<file path="src/rtl/pe_pkg.sv">
`timescale 1ns / 1ps

package pe_pkg;

    // Field widths
    localparam int CP_W      = 21;
    localparam int CHAR_W    = 7;
    localparam int BYTE_W    = 8;
    localparam int MAX_BYTES = 4;
    localparam int MAX_CHARS = 3 * MAX_BYTES;
    localparam int IDX_W     = $clog2(MAX_CHARS);
    localparam int NB_W      = $clog2(MAX_BYTES);

    // ASCII characters
    localparam logic [CHAR_W-1:0] CH_PCT   = 7'h25;
    localparam logic [CHAR_W-1:0] CH_PLUS  = 7'h2B;
    localparam logic [CHAR_W-1:0] CH_SPACE = 7'h20;
    localparam logic [CHAR_W-1:0] CH_DASH  = 7'h2D;
    localparam logic [CHAR_W-1:0] CH_USCR  = 7'h5F;
    localparam logic [CHAR_W-1:0] CH_DOT   = 7'h2E;
    localparam logic [CHAR_W-1:0] CH_TILDE = 7'h7E;
    localparam logic [CHAR_W-1:0] CH_0     = 7'h30;
    localparam logic [CHAR_W-1:0] CH_9     = 7'h39;
    localparam logic [CHAR_W-1:0] CH_UA    = 7'h41;
    localparam logic [CHAR_W-1:0] CH_UZ    = 7'h5A;
    localparam logic [CHAR_W-1:0] CH_LA    = 7'h61;
    localparam logic [CHAR_W-1:0] CH_LZ    = 7'h7A;
    localparam logic [CHAR_W-1:0] CH_NUL   = 7'h00;

    // Code point range limits
    localparam logic [CP_W-1:0] CP_ASCII_END = 21'h00080;
    localparam logic [CP_W-1:0] CP_2B_END    = 21'h00800;
    localparam logic [CP_W-1:0] CP_3B_END    = 21'h10000;
    localparam logic [CP_W-1:0] CP_SURR_LO   = 21'h0D800;
    localparam logic [CP_W-1:0] CP_SURR_HI   = 21'h0DFFF;
    localparam logic [CP_W-1:0] CP_MAX       = 21'h10FFFF;

    // After classification
    typedef struct packed {
        logic              esc;
        logic              bad;
        logic [CHAR_W-1:0] ch;
        logic [CP_W-1:0]   cp;
    } t_s1;

    // After UTF-8 encoding
    typedef struct packed {
        logic                             esc;
        logic                             bad;
        logic [CHAR_W-1:0]                ch;
        logic [MAX_BYTES-1:0][BYTE_W-1:0] bytes;
        logic [NB_W-1:0]                  nb_m1;
    } t_s2;

    // A complete run of characters for one code point
    typedef struct packed {
        logic [MAX_CHARS-1:0][CHAR_W-1:0] chars;
        logic [IDX_W-1:0]                 last_idx;
        logic                             bad;
    } t_run;

    // Upper-case hex digit of a nibble.
    function automatic logic [CHAR_W-1:0] hex_char(input logic [3:0] v);
        if (v < 4'd10) begin
            return CH_0 + {3'b000, v};
        end else begin
            return CH_UA + {3'b000, v} - 7'd10;
        end
    endfunction

    // Letters, digits and the four unreserved marks.
    function automatic logic is_unreserved(input logic [CP_W-1:0] cp);
        logic [CHAR_W-1:0] c;
        c = cp[CHAR_W-1:0];
        if (cp >= CP_ASCII_END) begin
            return 1'b0;
        end
        return (c >= CH_0 && c <= CH_9) || (c >= CH_UA && c <= CH_UZ)
            || (c >= CH_LA && c <= CH_LZ) || c == CH_DASH || c == CH_USCR
            || c == CH_DOT || c == CH_TILDE;
    endfunction

endpackage

</file>
<file path="src/rtl/pe_cp_if.sv">
`timescale 1ns / 1ps

interface pe_cp_if;
    import pe_pkg::*;

    logic            valid;
    logic            ready;
    logic [CP_W-1:0] code_point;

    modport source (output valid, output code_point, input ready);
    modport sink   (input valid, input code_point, output ready);
endinterface

</file>
<file path="src/rtl/pe_char_if.sv">
`timescale 1ns / 1ps

interface pe_char_if;
    import pe_pkg::*;

    logic              valid;
    logic              ready;
    logic [CHAR_W-1:0] out_char;
    logic              last_char;
    logic              bad_code_point;

    modport source (output valid, output out_char, output last_char, output bad_code_point,
                    input ready);
    modport sink   (input valid, input out_char, input last_char, input bad_code_point,
                    output ready);
endinterface

</file>
<file path="src/rtl/pe_class.sv">
`timescale 1ns / 1ps

module pe_class (
    input  logic                    i_clk,
    input  logic                    i_rst_n,
    input  logic                    i_space_as_plus,
    input  logic                    i_valid,
    output logic                    o_ready,
    input  logic [pe_pkg::CP_W-1:0] i_cp,
    output logic                    o_valid,
    input  logic                    i_ready,
    output pe_pkg::t_s1             o_data
);
    import pe_pkg::*;

    logic r_valid;
    t_s1  r_data;
    t_s1  n_data;

    assign o_ready = !r_valid || i_ready;
    assign o_valid = r_valid;
    assign o_data  = r_data;

    // Decide whether the code point is a single character, an error or escaped.
    always_comb begin
        n_data.cp  = i_cp;
        n_data.esc = 1'b0;
        n_data.bad = 1'b0;
        n_data.ch  = CH_NUL;
        priority if (i_space_as_plus && i_cp == {14'd0, CH_SPACE}) begin
            n_data.ch = CH_PLUS;
        end else if (is_unreserved(i_cp)) begin
            n_data.ch = i_cp[CHAR_W-1:0];
        end else if ((i_cp >= CP_SURR_LO && i_cp <= CP_SURR_HI) || i_cp > CP_MAX) begin
            n_data.bad = 1'b1;
        end else begin
            n_data.esc = 1'b1;
        end
    end

    always_ff @(posedge i_clk) begin
        if (!i_rst_n) begin
            r_valid <= 1'b0;
        end else if (o_ready) begin
            r_valid <= i_valid;
        end
    end

    always_ff @(posedge i_clk) begin
        if (o_ready && i_valid) begin
            r_data <= n_data;
        end
    end
endmodule

</file>
<file path="src/rtl/pe_utf8.sv">
`timescale 1ns / 1ps

module pe_utf8 (
    input  logic        i_clk,
    input  logic        i_rst_n,
    input  logic        i_valid,
    output logic        o_ready,
    input  pe_pkg::t_s1 i_data,
    output logic        o_valid,
    input  logic        i_ready,
    output pe_pkg::t_s2 o_data
);
    import pe_pkg::*;

    logic            r_valid;
    t_s2             r_data;
    t_s2             n_data;
    logic [CP_W-1:0] cp;

    assign o_ready = !r_valid || i_ready;
    assign o_valid = r_valid;
    assign o_data  = r_data;
    assign cp      = i_data.cp;

    // UTF-8 byte sequence, lead byte first.
    always_comb begin
        n_data.esc   = i_data.esc;
        n_data.bad   = i_data.bad;
        n_data.ch    = i_data.ch;
        n_data.bytes = '0;
        n_data.nb_m1 = '0;
        priority if (cp < CP_ASCII_END) begin
            n_data.bytes[0] = {1'b0, cp[6:0]};
        end else if (cp < CP_2B_END) begin
            n_data.bytes[0] = {3'b110, cp[10:6]};
            n_data.bytes[1] = {2'b10, cp[5:0]};
            n_data.nb_m1    = 2'd1;
        end else if (cp < CP_3B_END) begin
            n_data.bytes[0] = {4'b1110, cp[15:12]};
            n_data.bytes[1] = {2'b10, cp[11:6]};
            n_data.bytes[2] = {2'b10, cp[5:0]};
            n_data.nb_m1    = 2'd2;
        end else begin
            n_data.bytes[0] = {5'b11110, cp[20:18]};
            n_data.bytes[1] = {2'b10, cp[17:12]};
            n_data.bytes[2] = {2'b10, cp[11:6]};
            n_data.bytes[3] = {2'b10, cp[5:0]};
            n_data.nb_m1    = 2'd3;
        end
    end

    always_ff @(posedge i_clk) begin
        if (!i_rst_n) begin
            r_valid <= 1'b0;
        end else if (o_ready) begin
            r_valid <= i_valid;
        end
    end

    always_ff @(posedge i_clk) begin
        if (o_ready && i_valid) begin
            r_data <= n_data;
        end
    end
endmodule

</file>
<file path="src/rtl/pe_hex.sv">
`timescale 1ns / 1ps

module pe_hex (
    input  logic         i_clk,
    input  logic         i_rst_n,
    input  logic         i_valid,
    output logic         o_ready,
    input  pe_pkg::t_s2  i_data,
    output logic         o_valid,
    input  logic         i_ready,
    output pe_pkg::t_run o_data
);
    import pe_pkg::*;

    logic             r_valid;
    t_run             r_data;
    t_run             n_data;
    logic [IDX_W-1:0] nb_ext;

    assign o_ready = !r_valid || i_ready;
    assign o_valid = r_valid;
    assign o_data  = r_data;
    assign nb_ext  = {{(IDX_W-NB_W){1'b0}}, i_data.nb_m1};

    // If escaped, each byte becomes % and two hex digits.
    always_comb begin
        n_data.bad      = i_data.bad;
        n_data.chars    = '0;
        n_data.last_idx = '0;
        if (i_data.esc) begin
            for (int i = 0; i < MAX_BYTES; i++) begin
                n_data.chars[3*i]     = CH_PCT;
                n_data.chars[3*i + 1] = hex_char(i_data.bytes[i][7:4]);
                n_data.chars[3*i + 2] = hex_char(i_data.bytes[i][3:0]);
            end
            n_data.last_idx = (nb_ext << 1) + nb_ext + IDX_W'(2);
        end else begin
            n_data.chars[0] = i_data.ch;
        end
    end

    always_ff @(posedge i_clk) begin
        if (!i_rst_n) begin
            r_valid <= 1'b0;
        end else if (o_ready) begin
            r_valid <= i_valid;
        end
    end

    always_ff @(posedge i_clk) begin
        if (o_ready && i_valid) begin
            r_data <= n_data;
        end
    end
endmodule

</file>
<file path="src/rtl/pe_ser.sv">
`timescale 1ns / 1ps

module pe_ser (
    input  logic                      i_clk,
    input  logic                      i_rst_n,
    input  logic                      i_valid,
    output logic                      o_ready,
    input  pe_pkg::t_run              i_data,
    output logic                      o_valid,
    input  logic                      i_ready,
    output logic [pe_pkg::CHAR_W-1:0] o_char,
    output logic                      o_last,
    output logic                      o_bad
);
    import pe_pkg::*;

    logic                             r_valid;
    logic [MAX_CHARS-1:0][CHAR_W-1:0] r_chars;
    logic [IDX_W-1:0]                 r_left;
    logic                             r_bad;
    logic                             n_valid;
    logic [MAX_CHARS-1:0][CHAR_W-1:0] n_chars;
    logic [IDX_W-1:0]                 n_left;
    logic                             n_bad;
    logic                             take;
    logic                             beat;

    // A new run may load while the last character of the current one leaves.
    assign o_last  = (r_left == '0);
    assign o_ready = !r_valid || (i_ready && o_last);
    assign take    = i_valid && o_ready;
    assign beat    = r_valid && i_ready;
    assign o_valid = r_valid;
    assign o_char  = r_chars[0];
    assign o_bad   = r_bad;

    // Shift the run down one character per output beat.
    always_comb begin
        n_valid = r_valid;
        n_chars = r_chars;
        n_left  = r_left;
        n_bad   = r_bad;
        priority if (take) begin
            n_valid = 1'b1;
            n_chars = i_data.chars;
            n_left  = i_data.last_idx;
            n_bad   = i_data.bad;
        end else if (beat) begin
            if (o_last) begin
                n_valid = 1'b0;
            end else begin
                n_chars = {CHAR_W'(0), r_chars[MAX_CHARS-1:1]};
                n_left  = r_left - IDX_W'(1);
            end
        end else begin
            n_valid = r_valid;
        end
    end

    always_ff @(posedge i_clk) begin
        if (!i_rst_n) begin
            r_valid <= 1'b0;
        end else begin
            r_valid <= n_valid;
        end
    end

    always_ff @(posedge i_clk) begin
        r_chars <= n_chars;
        r_left  <= n_left;
        r_bad   <= n_bad;
    end
endmodule

</file>
<file path="src/rtl/percent_encode_utf8_unit.sv">
// The first character of a code point is presented after the classification, UTF-8, hex and
// serialiser registers. Throughput: one code point per cycle when it yields one character and the
// output is ready; an escaped code point of n UTF-8 bytes yields 3n characters (3 to 12).
// The serialiser, which sends one character per beat, sets the sustained rate.
// Reset is synchronous and active low: all stages empty, space_as_plus set to 1.
`timescale 1ns / 1ps

module percent_encode_utf8_unit (
    input  logic      i_clk,
    input  logic      i_rst_n,
    input  logic      i_cfg_we,
    input  logic      i_cfg_wdata,
    pe_cp_if.sink     i_cp,
    pe_char_if.source o_char
);
    import pe_pkg::*;

    logic r_space_as_plus;
    logic s1_valid;
    logic s1_ready;
    t_s1  s1_data;
    logic s2_valid;
    logic s2_ready;
    t_s2  s2_data;
    logic s3_valid;
    logic s3_ready;
    t_run s3_data;

    // Configuration register.
    always_ff @(posedge i_clk) begin
        if (!i_rst_n) begin
            r_space_as_plus <= 1'b1;
        end else if (i_cfg_we) begin
            r_space_as_plus <= i_cfg_wdata;
        end
    end

    // Classification stage.
    pe_class u_class (
        .i_clk           (i_clk),
        .i_rst_n         (i_rst_n),
        .i_space_as_plus (r_space_as_plus),
        .i_valid         (i_cp.valid),
        .o_ready         (i_cp.ready),
        .i_cp            (i_cp.code_point),
        .o_valid         (s1_valid),
        .i_ready         (s1_ready),
        .o_data          (s1_data)
    );

    // UTF-8 encoding stage.
    pe_utf8 u_utf8 (
        .i_clk   (i_clk),
        .i_rst_n (i_rst_n),
        .i_valid (s1_valid),
        .o_ready (s1_ready),
        .i_data  (s1_data),
        .o_valid (s2_valid),
        .i_ready (s2_ready),
        .o_data  (s2_data)
    );

    // Hex expansion stage.
    pe_hex u_hex (
        .i_clk   (i_clk),
        .i_rst_n (i_rst_n),
        .i_valid (s2_valid),
        .o_ready (s2_ready),
        .i_data  (s2_data),
        .o_valid (s3_valid),
        .i_ready (s3_ready),
        .o_data  (s3_data)
    );

    // Output serialiser.
    pe_ser u_ser (
        .i_clk   (i_clk),
        .i_rst_n (i_rst_n),
        .i_valid (s3_valid),
        .o_ready (s3_ready),
        .i_data  (s3_data),
        .o_valid (o_char.valid),
        .i_ready (o_char.ready),
        .o_char  (o_char.out_char),
        .o_last  (o_char.last_char),
        .o_bad   (o_char.bad_code_point)
    );

    // An error result is a lone character of value zero.
    a_bad_alone: assert property (@(posedge i_clk) disable iff (!i_rst_n)
        o_char.valid && o_char.bad_code_point |-> o_char.last_char && o_char.out_char == CH_NUL)
        else $error("error beat is not a lone zero character");

    // A run that has not ended keeps the output valid on the next cycle.
    a_run_continues: assert property (@(posedge i_clk) disable iff (!i_rst_n)
        o_char.valid && o_char.ready && !o_char.last_char |=> o_char.valid)
        else $error("run of characters broken off");

    // A configuration write takes effect on the next cycle.
    a_cfg_write: assert property (@(posedge i_clk) disable iff (!i_rst_n)
        i_cfg_we |=> r_space_as_plus == $past(i_cfg_wdata))
        else $error("space_as_plus not updated");
endmodule
</file>
<file path="src/flat_wrapper.sv">
// flat-port wrapper written by rule: the top's interface ports become plain ports
module percent_encode_utf8_unit_flat import pe_pkg::*;
  (i_clk, i_rst_n, i_cfg_we, i_cfg_wdata, i_cp_valid, i_cp_code_point, i_cp_ready, o_char_valid, o_char_out_char, o_char_last_char, o_char_bad_code_point, o_char_ready);
  pe_cp_if i_cp_i ();
  pe_char_if o_char_i ();
  input  logic i_clk;
  input  logic i_rst_n;
  input  logic i_cfg_we;
  input  logic i_cfg_wdata;
  input wire logic [$bits(i_cp_i.valid)-1:0] i_cp_valid;
  input wire logic [$bits(i_cp_i.code_point)-1:0] i_cp_code_point;
  output wire logic [$bits(i_cp_i.ready)-1:0] i_cp_ready;
  output wire logic [$bits(o_char_i.valid)-1:0] o_char_valid;
  output wire logic [$bits(o_char_i.out_char)-1:0] o_char_out_char;
  output wire logic [$bits(o_char_i.last_char)-1:0] o_char_last_char;
  output wire logic [$bits(o_char_i.bad_code_point)-1:0] o_char_bad_code_point;
  input wire logic [$bits(o_char_i.ready)-1:0] o_char_ready;
  assign i_cp_i.valid = i_cp_valid;
  assign i_cp_i.code_point = i_cp_code_point;
  assign i_cp_ready = i_cp_i.ready;
  assign o_char_valid = o_char_i.valid;
  assign o_char_out_char = o_char_i.out_char;
  assign o_char_last_char = o_char_i.last_char;
  assign o_char_bad_code_point = o_char_i.bad_code_point;
  assign o_char_i.ready = o_char_ready;
  percent_encode_utf8_unit u_core (.i_clk(i_clk), .i_rst_n(i_rst_n), .i_cfg_we(i_cfg_we), .i_cfg_wdata(i_cfg_wdata), .i_cp(i_cp_i), .o_char(o_char_i));
endmodule
</file>
<file path="config.mk">
export PLATFORM = sky130hd
export DESIGN_NAME = percent_encode_utf8_unit_flat
export DESIGN_NICKNAME = d
export VERILOG_FILES = /design/src/rtl/pe_pkg.sv /design/src/rtl/pe_cp_if.sv /design/src/rtl/pe_char_if.sv /design/src/rtl/pe_class.sv /design/src/rtl/pe_utf8.sv /design/src/rtl/pe_hex.sv /design/src/rtl/pe_ser.sv /design/src/rtl/percent_encode_utf8_unit.sv /design/src/flat_wrapper.sv
export SDC_FILE = /design/constraint.sdc
export NUM_CORES = 1
export LEC_CHECK = 0
export BUFFER_PORTS_ARGS = -buffer_cell sky130_fd_sc_hd__buf_2
export CELL_PAD_IN_SITES_DETAIL_PLACEMENT = 2
export CELL_PAD_IN_SITES_GLOBAL_PLACEMENT = 2
export CORE_UTILIZATION = 43
export CTS_CLUSTER_SIZE = 24
export DETAILED_ROUTE_END_ITERATION = 10
export GPL_ROUTABILITY_DRIVEN = 0
export PLACE_DENSITY = 0.81
export SETUP_SLACK_MARGIN = 0.15
export SYNTH_ARGS = -nofsm -noshare
export SYNTH_HDL_FRONTEND = slang
export SYNTH_SLANG_ARGS = --single-unit
</file>
<file path="constraint.sdc">
create_clock -name i_clk -period 5.85 [get_ports i_clk]
set_input_delay 0.585 -clock i_clk [delete_from_list [all_inputs] [get_ports i_clk]]
set_output_delay 0.585 -clock i_clk [all_outputs]
set_load 0.02 [all_outputs]
</file>
==> results.json, run 1 <==
{
  "grt_pass1_vias": 6453,
  "slew_violations": 0,
  "tns_ns": 0,
  "endpoint_kind": "flop",
  "htreeDepth": 1,
  "ant_nets": 0,
  "core-area_um2": 21800,
  "hold_depth": 1,
  "grt_pass1_wl_um": 37100,
  "p_per_area_nw_per_um2": 330,
  "status": "complete, no violations",
  "holdPathEnd": "u_core.u_class.o_data[17]",
  "drt_wl_total_um": 23500,
  "async_flop_share_pct": 0,
  "hold_buffers": 0,
  "area_growth_pct": 12.4,
  "start_util_pct": 43.8,
  "antenna_found_initial": 0,
  "wl_per_cell_um": 21.5,
  "hpwl_um": 15800,
  "use_met3_pct": 2.68,
  "hold_class": "in -> reg",
  "max_freq_mhz": 296,
  "rrSetupSlack_ns": 2.48,
  "post-cts-setup-buffers": 0,
  "synth-edff-count": 223,
  "setup_violations": 0,
  "grtUsageMet2_pct": 38.8,
  "ir_drop_v": 0.000314,
  "die_h_um": 151,
  "rsz0062_at_grt": "false",
  "grt-ovfl-total": 0,
  "syn_avg_cell_area_um2": 12.5,
  "final_cell_mix": "nand2_1 (223), edfxtp_1 (223), and2_1 (40)",
  "netlist_area_um2": 9540,
  "worst_slew_pin_slew_ns": 1.22,
  "ys_seq_area_share_pct": 71.3,
  "cts_tree": "yes",
  "first_pass_iters": 7,
  "clk_pin_slew_worst_paths_ns": 0.06,
  "fin_crit_sh_pct": 57.7,
  "required_ns": 6.09,
  "crit_path_max_fanout": 84,
  "yosys.cell_types.count": 55,
  "portBuffers": 37,
  "hp-start": "i_cp_code_point[17]",
  "yosysWarningCount": 0,
  "final_cell_count_no_fill": 1092,
  "cts_resized": 0,
  "die_x_um": 151,
  "start_kind": "flop",
  "synth_seq_cells": 228,
  "r2r_end": "u_core.u_ser.r_chars[65]",
  "gr-usage-met1_pct": 27.5,
  "dr_total_vias": 5862,
  "clk_path_buf_depth": 3,
  "grt_start_max_net_pins": 89,
  "die-area_um2": 22800,
  "grt.busiest_layer": "met2",
  "track_usage_pct": 21.8,
  "nets": 833,
  "fin_crit_ns": 3.37,
  "multi_input_area_um2": 2460,
  "synth_nets": 798,
  "clkSinkCount": 228,
  "cp.arrival_ns": 3.61,
  "p_leak_nw": 4.05,
  "hold_viol_final": 0,
  "n_antenna_cell": 0,
  "syn_inst": 760,
  "clk_latency_ns": 0.51,
  "cts_root_buf": "clkbuf_16",
  "ios": 38,
  "drive_gt1_share_pct": 12.1,
  "skew_ns": 0.00888,
  "reg2reg_from": "u_core.u_ser.r_left[0]",
  "dp_cells": 1048,
  "vias_per_cell": 5.37,
  "worst_slew_margin_rel_pct": 18.5,
  "post-route-drc-count": 0,
  "drv_cap": 0,
  "fillers": 2109,
  "drt_iter0_drc": 279,
  "worst-setup-path-type": "reg -> reg",
  "seq_area_um2": 6800,
  "cts_buffers": 25,
  "yosys_most_used_dff": "edfxtp_1",
  "worstRegToRegCells": 9,
  "rows": 54
}
sequential cells by signal (all words and copies together), names as in the netlist, 4 cells and up:
signal                 cells
u_core.u_hex.o_data       66
u_core.u_ser.o_char        7
u_core.u_ser.r_chars      77
u_core.u_ser.r_left        4
u_core.u_class.o_data     30
u_core.u_utf8.o_data      38
worst max-delay path by stage:
| stage | from | to | slack, ns | cells after the start |
|---|---|---|---|---|
| after global placement | o_char_ready | u_core.u_ser.r_chars[21] | 2.62 | 8 |
| final | u_core.u_ser.r_left[0] | u_core.u_ser.r_chars[65] | 2.48 | 9 |
| after CTS | u_core.u_ser.r_left[0] | u_core.u_ser.r_chars[65] | 2.44 | 9 |
| after floorplan | u_core.u_ser.r_left[0] | u_core.u_hex.o_data[0] | 1.31 | 6 |
| after detailed placement | o_char_ready | u_core.u_ser.r_chars[65] | 2.41 | 8 |
| after global routing | u_core.u_ser.r_left[0] | u_core.u_ser.r_chars[65] | 2.18 | 9 |
report_power, final:
group | internal [W] | switching [W] | total (W)
clock network | 0.000861 | 0.000620 | 0.00148
logic | 0.0000499 | 0.000104 | 0.000154
registers | 0.00186 | 0.0000367 | 0.00190
total | 0.00277 | 0.000761 | 0.00353
cell usage after synthesis (3+ instances only):
cell type	n	area, um^2
a21boi_0	8	60.1
a21oi_1	29	145
a22o_1	7	61.3
a311oi_2	3	45.0
a31oi_1	3	18.8
and2_1	40	250
and3_1	10	62.6
buf_2	10	50.1
buf_4	7	52.6
clkbuf_1	12	45.0
dfxtp_1	5	100
edfxtp_1	223	6700
ha_1	11	138
inv_1	33	124
nand2_1	224	841
nand3_1	4	20.0
nor2_1	31	116
nor2b_1	8	50.1
nor3_1	8	40.0
nor4_1	3	18.8
o21a_1	6	45.0
o21ai_0	19	95.1
o21ai_2	3	26.3
or2_2	3	18.8
or3_1	3	18.8
xnor2_1	8	70.1
stage by stage:
step | instance area (um^2) | hold WS [ns] | utilization (%) | total power [W] | setup slack, ns
4_1_cts | 10700 | 0.238 | 49.3 | 0.00357 | 2.44
3_3_place_gp | 9960 | 0.401 | 45.8 | 0.00207 | 2.62
6_report | 10700 | 0.259 | 49.3 | 0.00353 | 2.48
2_1_floorplan | 9540 | 0.400 | - | 0.00202 | 1.31
3_5_place_dp | 9960 | 0.406 | 45.8 | 0.00209 | 2.41
5_1_grt | 10700 | 0.242 | 49.3 | 0.00364 | 2.18
critical path: stages (launching register included):
cell and delay [ns]:
edfxtp_1 0.39, inv_1 0.06, ha_1 0.23, nand4bb_1 0.17, nand2_1 0.19, nand2_2 0.11
buf_4 0.65, inv_2 0.65, nand2_1 0.46, nand2_1 0.12
logic make-up after synthesis:
group	share of synthesized area (%)
AOI/OAI and AO/OA	6.17
xor gates and xnor gates	0.827
adders and majority gates	1.44
buffers and inverters	3.29
DFF	71.3
muxes	0.446
and+or+nand+nor	16.5
routing by layer:
layer	vias to the layer above	wire, um
met5	-	0
met4	0	701
met3	49	638
met2	123	12200
met1	2971	9940
li1	2719	-
layout make-up:
| cell class | count | share of cell area (%) |
|---|---|---|
| clock inverter | 17 | 1.17 |
| multi-input combinational | 463 | 23.0 |
| tap | 280 | 3.27 |
| timing repair buffer | 42 | 2.08 |
| clock buffer | 27 | 5.91 |
| inverter | 35 | 1.23 |
| sequential | 228 | 63.4 |
No activity file was read; power rests on OpenSTA's default activity.
==> inputs of run 2 (changes only) <==
- clock period: 5.85 -> 3.5 ns (I/O delays scaled with it)
==> run 2 against run 1 <==
- power is 74% higher
- combinational power is 79% higher
- critical path depth stayed put
- fmax is 33% higher
- first-iteration DRC count grew 28%
- non-clock buffer count rose by 9
- worst setup slack worse by 1.5 ns
- critical path type unchanged
- die area did not move
- routed wire length rose by 12%
- cell count rose by 1.0%
==> results.json, run 2 (synthesis results as in run 1) <==
{
  "status": "complete, no violations",
  "ir_drop_v": 0.000369,
  "ant_nets": 0,
  "crit_path_top_delay_cell": "inv_2",
  "die_x_um": 151,
  "clk_path_buf_depth": 3,
  "path_buf_inv": 3,
  "ios": 38,
  "rrSetupSlack_ns": 0.96,
  "fin_crit_sh_pct": 72.6,
  "required_ns": 3.89,
  "crit_path_max_fanout": 32,
  "setup_violations": 0,
  "core-area_um2": 21800,
  "largest_reg_flops": 77,
  "p_per_area_nw_per_um2": 565,
  "cts_buffers": 25,
  "vias_per_cell": 5.43,
  "start_util_pct": 43.8,
  "clkSinkCount": 228,
  "portBuffers": 37,
  "cp.depth": 9,
  "skew_ns": 0.0150,
  "rsz0062_at_grt": "false",
  "grt-ovfl-total": 0,
  "p_leak_nw": 4.13,
  "post-cts-setup-buffers": 0,
  "max_stage_delay_ns": 0.47,
  "hpwl_um": 16500,
  "endpoint_kind": "flop",
  "worst_path_most_repeated_cell": "nand2_1",
  "cts_root_buf": "clkbuf_16",
  "n_antenna_cell": 0,
  "track_usage_pct": 24.3,
  "seq_area_um2": 6800,
  "whs_ns": 0.0155,
  "clk_pin_slew_worst_paths_ns": 0.06,
  "area_growth_pct": 14.2,
  "worst_slew_pin_slew_ns": 1.02,
  "worst_slew_margin_rel_pct": 32.3,
  "post-route-drc-count": 0,
  "dr_total_vias": 5989,
  "multi_input_area_um2": 2460,
  "fin_crit_ns": 2.54,
  "cp.arrival_ns": 2.93,
  "nets": 842,
  "worstPathCellList": "inv_1 > ha_1 > nand4bb_1 > nand2_1 > nand2_2 > inv_2 > buf_4 > nand2_1 > nand2_1",
  "die-area_um2": 22800,
  "htreeDepth": 1,
  "grt_pass1_vias": 6674,
  "wl_per_cell_um": 23.8,
  "drt_wl_total_um": 26300,
  "top_register": "u_core.u_ser.r_chars",
  "antenna_found_initial": 1,
  "drv_cap": 0,
  "worstRegToRegCells": 9,
  "clk_latency_ns": 0.53,
  "hold_depth": 1,
  "die_h_um": 151,
  "final_cell_mix": "nand2_1 (223), edfxtp_1 (223), and2_1 (40)",
  "drive_gt1_share_pct": 12.8,
  "worst-setup-path-type": "reg -> reg",
  "crit_family": "buffers and inverters",
  "hold_viol_final": 0,
  "drt_iter0_drc": 356,
  "fillers": 2097,
  "cts_tree": "yes",
  "first_pass_iters": 4,
  "slew_violations": 0,
  "rows": 54,
  "grt_start_max_net_pins": 84,
  "hold_class": "in -> reg",
  "tns_ns": 0,
  "start_kind": "flop",
  "grt_pass1_wl_um": 40600,
  "max_freq_mhz": 394
}
## run 2: changes by cell type in the layout (fill, tap and decap cells not counted), sizes merged, moves of 2 or more
cell | before | now
dlygate4sd3 | 0 | 5
bufinv | 2 | 4
clkinv | 15 | 12
buf | 42 | 46
clkbuf | 27 | 30
## run 2: per-stage QoR
stage / worst slack (ns) / instance area (um^2) / instances / total power [W] / utilization (%)
floorplan: 0.221 / 9540 / 760 / 0.00337 / -
global placement: 1.25 / 10000 / 1052 / 0.00346 / 46.0
CTS: 0.939 / 10900 / 1103 / 0.00620 / 50.0
global route: 0.696 / 10900 / 1103 / 0.00631 / 50.0
detailed placement: 0.992 / 10000 / 1052 / 0.00350 / 46.0
finish: 0.959 / 10900 / 1103 / 0.00615 / 50.0
## run 2: worst reg2reg max path: stages (launching register included)
cell and delay (ns):
edfxtp_1 0.42, inv_1 0.09, ha_1 0.20, nand4bb_1 0.19, nand2_1 0.25, nand2_2 0.11
inv_2 0.47, buf_4 0.42, nand2_1 0.16, nand2_1 0.09
## run 2: cell type report
type                    count  area share (%)
clock inverters            16            1.62
well taps                 280            3.22
clock buffers              30            5.92
repair buffers             51            3.01
multi-input cells         463            22.6
flip-flops and latches    228            62.4
inverters                  35            1.21
## run 2: worst paths after layout
| kind | startpoint | endpoint |
|---|---|---|
| min reg2reg | u_core.u_class.o_data[24] | u_core.u_utf8.o_data[37] |
| max | u_core.u_ser.r_left[0] | u_core.u_ser.r_chars[11] |
| min | i_cp_code_point[13] | u_core.u_class.o_data[13] |
| max reg2reg | u_core.u_ser.r_left[0] | u_core.u_ser.r_chars[11] |
## run 2: per-layer routing
metal,share of wire (%),vias to the layer above,GRT usage [%]
met5,0.049,-,0
met4,3.5,2,9.15
met3,3.3,65,3.67
met2,52,129,42.6
met1,41,3058,30.4
li1,-,2735,-
## run 2: what timing repair did
item / CTS / global route
hold endpoints to repair: 5 / 0
hold buffers: 5 / 0
gates resized for setup: 0 / 0
## run 2: report_power, final
part / internal (W) / switching (W)
registers: 0.00311 / 0.0000695
clock network: 0.00160 / 0.00109
logic: 0.0000924 / 0.000184
==> inputs of run 3 (changes only) <==
- CORE_UTILIZATION: 43 -> 39
- PLACE_DENSITY: 0.81 -> 0.77
- clock period: 3.5 -> 2.1 ns (I/O delays scaled with it)
==> run 3 against run 2 <==
- critical path depth down 1
- cell count increased by 8.8%
- cell area grew 7.9%
- sequential share of layout area down 4.6 points
- flip-flop and latch count did not move
- largest power group unchanged
- clock-buffer cell count down 1
- clock power grew 53%
- fmax up 27%
==> results.json, run 3 (synthesis results as in run 1) <==
{
  "dr_total_vias": 6307,
  "reg2reg_from": "u_core.u_ser.r_left[0]",
  "worst_slew_pin_slew_ns": 0.549,
  "hp-start": "i_cp_valid",
  "clk_pin_slew_worst_paths_ns": 0.06,
  "fillers": 2255,
  "p_per_area_nw_per_um2": 854,
  "cts_root_buf": "clkbuf_16",
  "endpoint_kind": "flop",
  "power_w": 0.0100,
  "r2r_end": "u_core.u_hex.o_data[8]",
  "n_antenna_cell": 0,
  "slew_violations": 0,
  "largest_reg_flops": 77,
  "core-area_um2": 23800,
  "cts_buffers": 24,
  "area_growth_pct": 23.2,
  "cp.arrival_ns": 2.25,
  "ant_nets": 0,
  "hold_depth": 3,
  "grt-ovfl-total": 0,
  "worst-setup-path-type": "reg -> reg",
  "rsz0062_at_grt": "true",
  "clk_latency_ns": 0.53,
  "portBuffers": 37,
  "crit_path_start": "u_core.u_ser.r_left[0]",
  "hpwl_um": 15900,
  "grt_start_max_net_pins": 71,
  "start_util_pct": 40.1,
  "grt_pass1_vias": 6867,
  "worst_slew_margin_rel_pct": 63.1,
  "htreeDepth": 1,
  "hold_class": "in -> reg",
  "clk_path_buf_depth": 3,
  "required_ns": 2.34,
  "die_x_um": 158,
  "top_register": "u_core.u_ser.r_chars",
  "grt_pass1_wl_um": 39700,
  "die_h_um": 158,
  "layout_commonest_cell": "edfxtp_1",
  "max_freq_mhz": 498,
  "setup_violations": 0,
  "vias_per_cell": 5.26,
  "clkSinkCount": 228,
  "drt_wl_total_um": 30200,
  "drv_cap": 0,
  "die-area_um2": 25100,
  "drive_gt1_share_pct": 18.2,
  "final_util_pct": 49.5,
  "antenna_found_initial": 0,
  "power_frac_comb_pct": 6.3,
  "fin_crit_ns": 2.01,
  "max_stage_delay_ns": 0.39,
  "skew_ns": 0.0261,
  "clkPwrFrac_pct": 40.9,
  "crit_family": "buffers and inverters",
  "start_kind": "flop",
  "p_leak_nw": 4.48,
  "hold_viol_final": 0,
  "p_sw_share_pct": 23.0,
  "status": "complete, no violations",
  "ir_drop_v": 0.000557,
  "path_buf_inv": 4,
  "wl_per_cell_um": 25.2,
  "p_int_w": 0.00773,
  "dp_cells": 1105,
  "rows": 56,
  "p_sw_w": 0.00231,
  "drt_iter0_drc": 389,
  "cts_tree": "yes",
  "worstPathCellList": "inv_1 > ha_4 > nand4bb_4 > and3_4 > buf_6 > nor2b_4 > buf_12 > clkbuf_16",
  "rrSetupSlack_ns": 0.09,
  "track_usage_pct": 21.4,
  "final_cell_count_no_fill": 1200,
  "ios": 38,
  "holdPathEnd": "u_core.u_class.o_valid",
  "worstRegToRegCells": 8,
  "post-route-drc-count": 0,
  "fin_crit_sh_pct": 95.6,
  "first_pass_iters": 4,
  "crit_path_max_fanout": 9,
  "crit_path_top_delay_cell": "edfxtp_1",
  "final_cell_mix": "edfxtp_1 (223), nand2_1 (220), and2_1 (40)",
  "power.share.sequential_pct": 52.8,
  "nets": 902
}
-- run 3: routing by layer --
metal	track usage, %	vias up	routed length, um
met5	0	-	0
met3	2.53	63	934
li1	-	2864	-
met1	25.6	3243	12000
met2	40.0	137	16200
met4	6.78	0	1060
-- run 3: what timing repair did --
item / in CTS / in global routing
setup buffers: 7 / 7
resized for setup: 13 / 18
endpoints found under the setup margin: 210 / 213
endpoints found under the hold margin: 26 / 0
pin swaps: 4 / 7
hold buffers: 23 / 0
cloned: 1 / 14
-- run 3: worst reg2reg max path, delay by kind of cell, from the launching register on --
kind / cells / cell delay (ns)
fa+ha+maj: 1 / 0.17
buf+inv: 4 / 0.66
flops: 1 / 0.39
simple gates: 3 / 0.51
-- run 3: worst max path at each step --
| stage | to | slack (ns) | cells after the start |
|---|---|---|---|
| floorplan | u_core.u_hex.o_data[0] | -0.39 | 6 |
| global placement | u_core.u_hex.o_data[23] | 0.09 | 6 |
| detailed placement | u_core.u_hex.o_data[17] | -0.05 | 6 |
| CTS | u_core.u_hex.o_data[4] | 0.09 | 8 |
| global route | u_core.u_hex.o_data[8] | 0.04 | 8 |
| finish | u_core.u_hex.o_data[8] | 0.09 | 8 |
-- run 3: through the flow --
step                setup WS, ns  TNS (ns)  hold slack [ns]  instance area (um^2)
finish                    0.0931         0           0.0522                 11800
global placement          0.0903         0            0.400                 10200
global route              0.0394         0           0.0703                 11800
detailed placement       -0.0527     -3.08            0.400                 10200
CTS                       0.0865         0           0.0131                 11300
floorplan                 -0.389    -28.92            0.272                  9600
-- run 3: power by group through the flow --
stage,clock network (W),logic [W],registers [W]
6_report,0.00411,0.000632,0.00530
5_1_grt,0.00429,0.000674,0.00531
4_1_cts,0.00414,0.000533,0.00529
3_5_place_dp,0,0.000467,0.00538
3_3_place_gp,0,0.000426,0.00536
2_1_floorplan,0,0.000286,0.00533
-- run 3: final cells by class --
type	instances	area, um^2	share of cell area (%)
clock inverter	14	92.6	0.788
inverter	35	136	1.16
multi-input combinational	463	2550	21.7
clock buffer	29	641	5.45
sequential	228	6800	57.8
tap	319	399	3.40
timing repair buffer	112	1140	9.70
